[config.mk]
export PLATFORM = sky130hd
export DESIGN_NAME = scpq_cell
export DESIGN_NICKNAME = d
export VERILOG_FILES = /design/src/sv/scpq_pkg.sv /design/src/sv/scpq_cell.sv
export SDC_FILE = /design/constraint.sdc
export NUM_CORES = 1
export LEC_CHECK = 0
export BUFFER_PORTS_ARGS = -buffer_cell sky130_fd_sc_hd__buf_2
export CAP_MARGIN = 30
export CORE_AREA = 4 4 176 178
export DETAILED_ROUTE_END_ITERATION = 7
export DIE_AREA = 0 0 180 182
export GPL_ROUTABILITY_DRIVEN = 0
export PLACE_DENSITY = 0.54
export SLEW_MARGIN = 20
export SYNTH_ARGS = -nofsm -noshare
export SYNTH_HDL_FRONTEND = slang
export SYNTH_SLANG_ARGS = --single-unit
export TNS_END_PERCENT = 10
[constraint.sdc]
create_clock -name clk -period 12.8 [get_ports clk]
set_input_delay 3.84 -clock clk [delete_from_list [all_inputs] [get_ports clk]]
set_output_delay 3.84 -clock clk [all_outputs]
set_load 0.005 [all_outputs]
[src/sv/scpq_pkg.sv]
// Package with shared types and constants of the sorted cost priority queue.
`timescale 1ns / 1ps
package scpq_pkg;
  localparam int Depth = 64;
  localparam int CntW = $clog2(Depth + 1);

  typedef enum logic [2:0] {
    OP_PUSH  = 3'd0,
    OP_POP   = 3'd1,
    OP_QUERY = 3'd2,
    OP_REMOVE = 3'd3,
    OP_CLEAR = 3'd4
  } op_t;

  localparam logic [1:0] ST_DONE = 2'd0;
  localparam logic [1:0] ST_FULL = 2'd1;
  localparam logic [1:0] ST_EMPTY = 2'd2;

  localparam logic CFG_POS_TOL = 1'b0;
  localparam logic CFG_COST_TOL = 1'b1;

  typedef struct packed {
    logic [15:0] tag;
    logic [31:0] cost;
    logic [31:0] x;
    logic [31:0] y;
  } node_t;

  // Per-cycle command broadcast to every cell.
  typedef struct packed {
    logic  ins;
    logic  del;
    node_t node;
  } cell_cmd_t;

  typedef enum logic [1:0] {
    S_IDLE = 2'd0,
    S_EXEC = 2'd1,
    S_OUT  = 2'd2
  } state_t;
endpackage

[src/sv/scpq_cell.sv]
// One cell of the sorted row: holds one node and shifts with its neighbors.
`timescale 1ns / 1ps
module scpq_cell (
  input  logic              clk,
  input  scpq_pkg::cell_cmd_t cmd,
  input  logic              here_lb,
  input  logic              left_lb,
  input  logic              at_or_after_rm,
  input  scpq_pkg::node_t   left_node,
  input  scpq_pkg::node_t   right_node,
  output scpq_pkg::node_t   node_r
);
  scpq_pkg::node_t node_nxt;

  always_comb begin
    node_nxt = node_r;
    if (cmd.ins) begin
      if (left_lb) node_nxt = left_node;
      else if (here_lb) node_nxt = cmd.node;
    end else if (cmd.del && at_or_after_rm) begin
      node_nxt = right_node;
    end
  end

  always_ff @(posedge clk) begin
    node_r <= node_nxt;
  end
endmodule

==> metrics.txt, run 1 <==
switching pwr=243.0 uW; setup bufs post-CTS=0; f_max=0.1592 GHz; drt first-iter violations=194; htree depth=3; CTS tree=built; Clock Tree Buf Depth=2; switching part of the total power=26.03%; Area growth syn-to-layout=49.34%; clk slew on worst S/H paths=0.08 ns; max reg flops=112; vias=5,336; final hold viol count=0; vias per std cell=4.058; CP required=12.77 ns; first-pass GRT wire length=29,810 um; Post-DRT Antenna Nets=0; Die Span Y=182 um; final setup fails=0; HP Class=input port to register; maximum vdd drop=0.06244 mV; adder-cell area share of the yosys netlist=0%; I/O Pins=454; sequential fraction of the synthesis area=58.52%; initial antenna violation count=2; Setup crit end kind=register; hold slack=3.807 ns; port buffer count=453; met2 wire length=10,160 um; Power Dens Cells=108.8 nW/um^2; total gr overflow=0; # Max-Cap Violations=0; largest family of logic cells by synthesized area=multiplexers; # resized after CTS=0; Worst-Margin Slew=0.9409 ns; Multi-input gate area=2127 sq um; Routed WL per cell=15.40 um; Comb power frac=21.2%; Critical Path AT=6.25 ns; status=completed; Starting Density=19.55%; Cell Rows=63; CP max FO=122; Clock Sinks=112; vias in the first global route=5,393; largest net degree at the start of global routing=123; XOR/XNOR Fraction of Synth Area=0%; setup TNS=0 ns; Leak=0.004080 uW; sequential share of power=50.5%; syn nets=831; root buf cell=clkbuf_16; routed wire length=20,260 um; CTS Buf Count=9; GRT Total Usage=11.57%; Top reg by flops=node_r; unrepaired setup endpoints after global routing=no; DR WL met3=1927 um; hpwl dp=16,140 um; flops & latches, synth=112; nets=1,262; die footprint=32,760 sq um; P_int=690.6 uW; WL met1=7776 um; Cells after Synth=489; Die Span X=180 um; period utilization=49.08%; top flop regs=node_r: 112 flops; Reg area=3363 sq um; Post-Syn Area per Cell=11.75 sq um; max-slew violations=0; layout cells sized above 1=51.08%; startpoint types=input port; synthesized area=5747 sq um; critical path class=input port to register; min Tclk post-route=6.283 ns; mux contribution to synthesized area=19.51%; Synth Area in Compound Gates=9.928%; Synth cell types=9; Top Layer Used=met4; clock share of power=28.3%; Yosys warning total=0; core area=29,400 sq um; Max-slew headroom=37.27%; DR pass1 iterations=4; Fill cells=3,159; Simple-Gate Fraction of Synth Area=7.381%; hold_buf cts=0; drt drc=0
[final cells by class]
class	count	area share (%)
Antenna cell	1	0.02916
Clock buffer	11	2.712
Clock inverter	4	0.3645
Multi-Input combinational cell	339	24.78
Sequential cell	112	39.19
Tap cell	390	5.686
Timing Repair Buffer	458	27.23
[worst max-delay path, cell delays in order]
cell and delay (ns):
buf_6 0.52, a21oi_1 0.16, a21oi_4 0.15, buf_4 0.56, buf_4 0.71
[power groups by stage]
| stage | Sequential (uW) | Combinational [uW] | Clock [uW] |
|---|---|---|---|
| 2_1_floorplan | 493 | 72.5 | 0 |
| 3_3_place_gp | 479 | 201 | 0 |
| 3_5_place_dp | 481 | 202 | 0 |
| 4_1_cts | 473 | 203 | 282 |
| 5_1_grt | 477 | 219 | 297 |
| 6_report | 472 | 198 | 264 |
[cell usage after synthesis]
cell	instances	area, sq um
buf_2	10	50.05
buf_4	6	45.04
buf_1	4	15.01
edfxtp_1	112	3363
nor2_1	113	424.2
buf_8	8	120.1
mux2i_1	112	1121
a21oi_1	114	570.6
clkbuf_1	10	37.54
[cell usage in the layout (no fill, tap or decap)]
| cell type | Yosys | final |
|---|---|---|
| edfxtp_1 | 112 | 112 |
| nor2_1 | 113 | 113 |
| a21oi_1 | 114 | 113 |
| mux2i_1 | 112 | 112 |
| buf_6 | 0 | 2 |
| buf_16 | 0 | 1 |
| buf_4 | 6 | 4 |
| clkbuf_1 | 10 | 2 |
| buf_2 | 10 | 451 |
| a21oi_4 | 0 | 1 |
| diode_2 | 0 | 1 |
| clkinvlp_4 | 0 | 3 |
| inv_6 | 0 | 1 |
| clkbuf_16 | 0 | 9 |
[per-stage QoR]
stage                     worst slack, ns  instances  utilization [%]  power, uW  cell area [sq um]
after floorplan                     2.433        489                -      565.1               5747
after global placement              6.141       1298            28.19      679.8               8288
after detailed placement            6.053       1298            28.19      682.9               8288
after CTS                           6.451       1313            29.09      957.1               8552
after global routing                6.283       1314            29.18      993.7               8579
final                               6.517       1315            29.19      933.7               8582
[metal layers]
metal / global-route usage (%) / vias to the layer above
met2: 20.32 / 270
met3: 4.467 / 18
met5: 0 / -
met4: 3.292 / 0
met1: 13.12 / 2392
li1: - / 2656
[worst paths after layout]
| kind | startpoint | end | slack [ns] | cells past startpoint |
|---|---|---|---|---|
| min | right_node[49] | node_r[49] | 3.81 | 3 |
| max | cmd[113] | node_r[60] | 6.52 | 5 |
[kinds of logic after synthesis]
| group | count (synthesis) |
|---|---|
| AO/OA/AOI/OAI | 114 |
| AND/OR/NAND/NOR | 113 |
| multiplexers | 112 |
| buffers and inverters | 38 |
| flip-flops | 112 |
Power figures use the tool's default switching activity.
==> inputs of run 2 (changes only) <==
- CORE_AREA: 4 4 176 178 -> 4 4 175 177
- DIE_AREA: 0 0 180 182 -> 0 0 179 181
- PLACE_DENSITY: 0.54 -> 0.56
- clock period: 12.8 -> 5.2 ns (I/O delays scaled with it)
==> run 2 against run 1 <==
Hold slack got worse by 2.3 ns. Non-clock buffer count is 1 lower. Sequential share of layout area is 0.057 points lower. Power increased by 150%. Largest power group unchanged.
==> metrics.txt, run 2 (same netlist as run 1, synthesis figures left out) <==
vias per std cell=4.056; vias=5,326; Starting Density=19.65%; setup TNS=0 ns; Area growth syn-to-layout=49.55%; Die Span X=179 um; CP required=5.18 ns; Top reg by flops=node_r; final std cells w/o fill=1,313; unrepaired setup endpoints after global routing=no; GRT Total Usage=11.15%; max reg flops=112; HP Class=input port to register; Pwr Total=2318 uW; clk slew on worst S/H paths=0.08 ns; I/O Pins=454; min Tclk post-route=3.132 ns; htree depth=3; CP max FO=112; nets=1,261; CTS tree=built; startpoint types=input port; Leak=0.004097 uW; DR pass1 iterations=4; port buffer count=453; root buf cell=clkbuf_16; hold_buf cts=0; Fill cells=3,110; period utilization=60.23%; max-slew violations=0; # resized after CTS=0; most frequent cells in the layout=buf_2 (451), nor2_1 (113), a21oi_1 (113); Post-DRT Antenna Nets=0; vias in the first global route=5,130; Routed WL per cell=15.25 um; layout cells sized above 1=51.14%; top flop regs=node_r: 112 flops; commonest non-fill, non-tap cell in the layout=buf_2; Power Dens Cells=269.7 nW/um^2; first-pass GRT wire length=27,700 um; Worst-Margin Slew=0.7839 ns; core area=29,240 sq um; Max-slew headroom=47.74%; largest net degree at the start of global routing=129; drt first-iter violations=122; Clock Sinks=112; die footprint=32,400 sq um; # Max-Cap Violations=0; total gr overflow=0; final hold viol count=0; hpwl dp=15,710 um; Critical Path AT=3.11 ns; final setup fails=0; Cell Rows=63; drt drc=0; Antenna diodes=0; placed cells=1,298; routed wire length=20,020 um; status=completed; critical path class=input port to register; Clock Tree Buf Depth=2; Die Span Y=181 um; CTS Buf Count=9; Setup crit end kind=register; maximum vdd drop=0.1051 mV; initial antenna violation count=0; setup bufs post-CTS=0; f_max=0.3193 GHz
run 2: cell types whose count changed in the layout (fill, tap and decap cells not counted), moves of 2 or more:
cell        previous run  this run
inv_6                  1         3
clkinvlp_4             3         0
buf_4                  4         1
buf_12                 0         3
run 2: final cells by class:
type | count | area [sq um] | area share, %
clock buffer | 10 | 229.0 | 2.664
clock inverter | 5 | 40.04 | 0.4659
multi-input combinational | 339 | 2127 | 24.75
sequential | 112 | 3363 | 39.13
tap | 390 | 488.0 | 5.678
timing repair buffer | 457 | 2347 | 27.31
run 2: final timing paths:
| path | from | endpoint | slack [ns] | depth (start not counted) |
|---|---|---|---|---|
| worst max-delay path | cmd[113] | node_r[48] | 2.07 | 4 |
| worst min-delay path | right_node[7] | node_r[7] | 1.53 | 3 |
run 2: stage by stage:
step                      worst slack [ns]  area [sq um]  hold slack [ns]  util, %
after floorplan                     0.8366          5758            1.785        -
after global placement               1.712          8325            1.878    28.47
after detailed placement             1.738          8325            1.884    28.47
after CTS                            2.123          8594            1.495    29.39
after global routing                 1.994          8594            1.506    29.39
final                                2.068          8594            1.528    29.39
run 2: worst max-delay path, stage by stage:
cell     delay, ns
buf_6         0.45
a21oi_1       0.18
a21oi_4       0.19
buf_12        0.47
run 2: where the power goes:
group          internal, uW  switching [uW]  total, uW  leakage, uW
registers              1130            28.7       1160      0.00111
clock network           330             344        674     0.000134
logic                   241             241        481      0.00286
total                  1700             614       2320      0.00410
run 2: per-layer routing:
metal | GRT usage (%) | routed length, um | up-vias
met2 | 20.04 | 9958 | 288
met5 | 0 | 0 | -
met3 | 3.557 | 2133 | 11
met4 | 2.794 | 264 | 0
li1 | - | - | 2647
met1 | 12.71 | 7667 | 2380
==> inputs of run 3 (changes only) <==
- CORE_AREA: 4 4 175 177 -> 4 4 176 178
- DIE_AREA: 0 0 179 181 -> 0 0 180 182
- PLACE_DENSITY: 0.56 -> 0.54
- clock period: 5.2 -> 3.2 ns (I/O delays scaled with it)
==> run 3 against run 2 <==
Clock power increased by 59%. Sequential power increased by 63%. Flip-flop and latch count unchanged. Final area increased by 0.82%. Highest routed layer unchanged.
==> metrics.txt, run 3 (same netlist as run 1, synthesis figures left out) <==
critical path class=input port to register; nets=1,265; Worst-Margin Slew=0.4633 ns; HP Class=input port to register; largest net degree at the start of global routing=65; Worst Setup EP=node_r[79]; routed wire length=20,390 um; Top reg by flops=node_r; vias=5,341; Starting Density=19.55%; hold slack=0.9215 ns; CP required=3.29 ns; # Max-Cap Violations=0; Antenna diodes=0; I/O Pins=454; unrepaired setup endpoints after global routing=no; Die Span X=180 um; layout cells sized above 1=51.35%; maximum vdd drop=0.2104 mV; post-route cell area=8665 sq um; status=completed; clk slew on worst S/H paths=0.08 ns; CP max FO=45; Max-slew headroom=69.11%; Clock Sinks=112; Clock Tree Buf Depth=2; GRT Total Usage=11.56%; initial antenna violation count=0; CTS Buf Count=9; first-pass GRT wire length=29,590 um; Routed WL per cell=15.48 um; Leak=0.004115 uW; vias in the first global route=5,236; hold_buf cts=0; # resized after CTS=0; CP max-delay cell=buf_12; Pwr Total=3758 uW; Critical Path Max Stage Delay=0.32 ns; Power Dens Cells=433.8 nW/um^2; cell chain of the critical path=buf_6, buf_12, mux2i_1, a21oi_1; most frequent cells in the layout=buf_2 (451), a21oi_1 (113), mux2i_1 (112), nor2_1 (112), edfxtp_1 (112); fin util=29.47%; Setup crit end kind=register; core area=29,400 sq um; die footprint=32,760 sq um; final setup fails=0; DR pass1 iterations=4; Post-DRT Antenna Nets=0; commonest non-fill, non-tap cell in the layout=buf_2; root buf cell=clkbuf_16; startpoint types=input port; min Tclk post-route=1.976 ns; final hold viol count=0; hpwl dp=16,420 um; setup bufs post-CTS=0; dpl cell area=8401 sq um; CP Launch Point=left_lb; drt first-iter violations=151; placed cells=1,302; Cell Rows=63; port buffer count=453; period utilization=61.75%; f_max=0.5061 GHz; htree depth=3; drt drc=0; total gr overflow=0; Die Span Y=182 um; top flop regs=node_r: 112 flops; final std cells w/o fill=1,317; max-slew violations=0; Critical Path AT=2.06 ns; Area growth syn-to-layout=50.77%; CTS tree=built; max reg flops=112; vias per std cell=4.055
## run 3: worst min path at each step
stage / from / to / slack, ns / cells past startpoint
2_1_floorplan: right_node[0] / node_r[0] / 1.18 / 2
3_3_place_gp: right_node[87] / node_r[87] / 1.28 / 3
3_5_place_dp: right_node[61] / node_r[61] / 1.28 / 3
4_1_cts: right_node[61] / node_r[61] / 0.90 / 3
5_1_grt: right_node[53] / node_r[53] / 0.92 / 3
6_report: right_node[70] / node_r[70] / 0.92 / 3
## run 3: per-stage QoR
stage	setup WS, ns	TNS (ns)
floorplan	-0.4982	-55.80
global placement	0.8279	0
detailed placement	0.8329	0
CTS	1.220	0
global route	1.168	0
finish	1.224	0
## run 3: critical path: cells and delay by family
family | cells | cell delay (ns)
multiplexers | 1 | 0.31
buffers and inverters | 2 | 0.62
AO/OA/AOI/OAI | 1 | 0.10
## run 3: where the power goes
group          total, uW  internal, uW  switching, uW
registers           1890          1840           46.9
logic                803           401            401
clock network       1070           529            538
total               3760          2770            987
## run 3: area by class of cell
cell class,instances,area [sq um]
Sequential cell,112,3363
Fill cell,3155,20740
Multi-Input combinational cell,339,2135
Clock inverter,4,31.28
Timing Repair Buffer,461,2415
Tap cell,390,488.0
Clock buffer,11,232.7
## run 3: per-layer routing
metal	track usage (%)	vias to the layer above	wire length (um)
li1	-	2664	-
met1	13.22	2370	7999
met2	20.38	287	10200
met3	4.167	20	1864
met4	3.322	0	321
met5	0	-	0
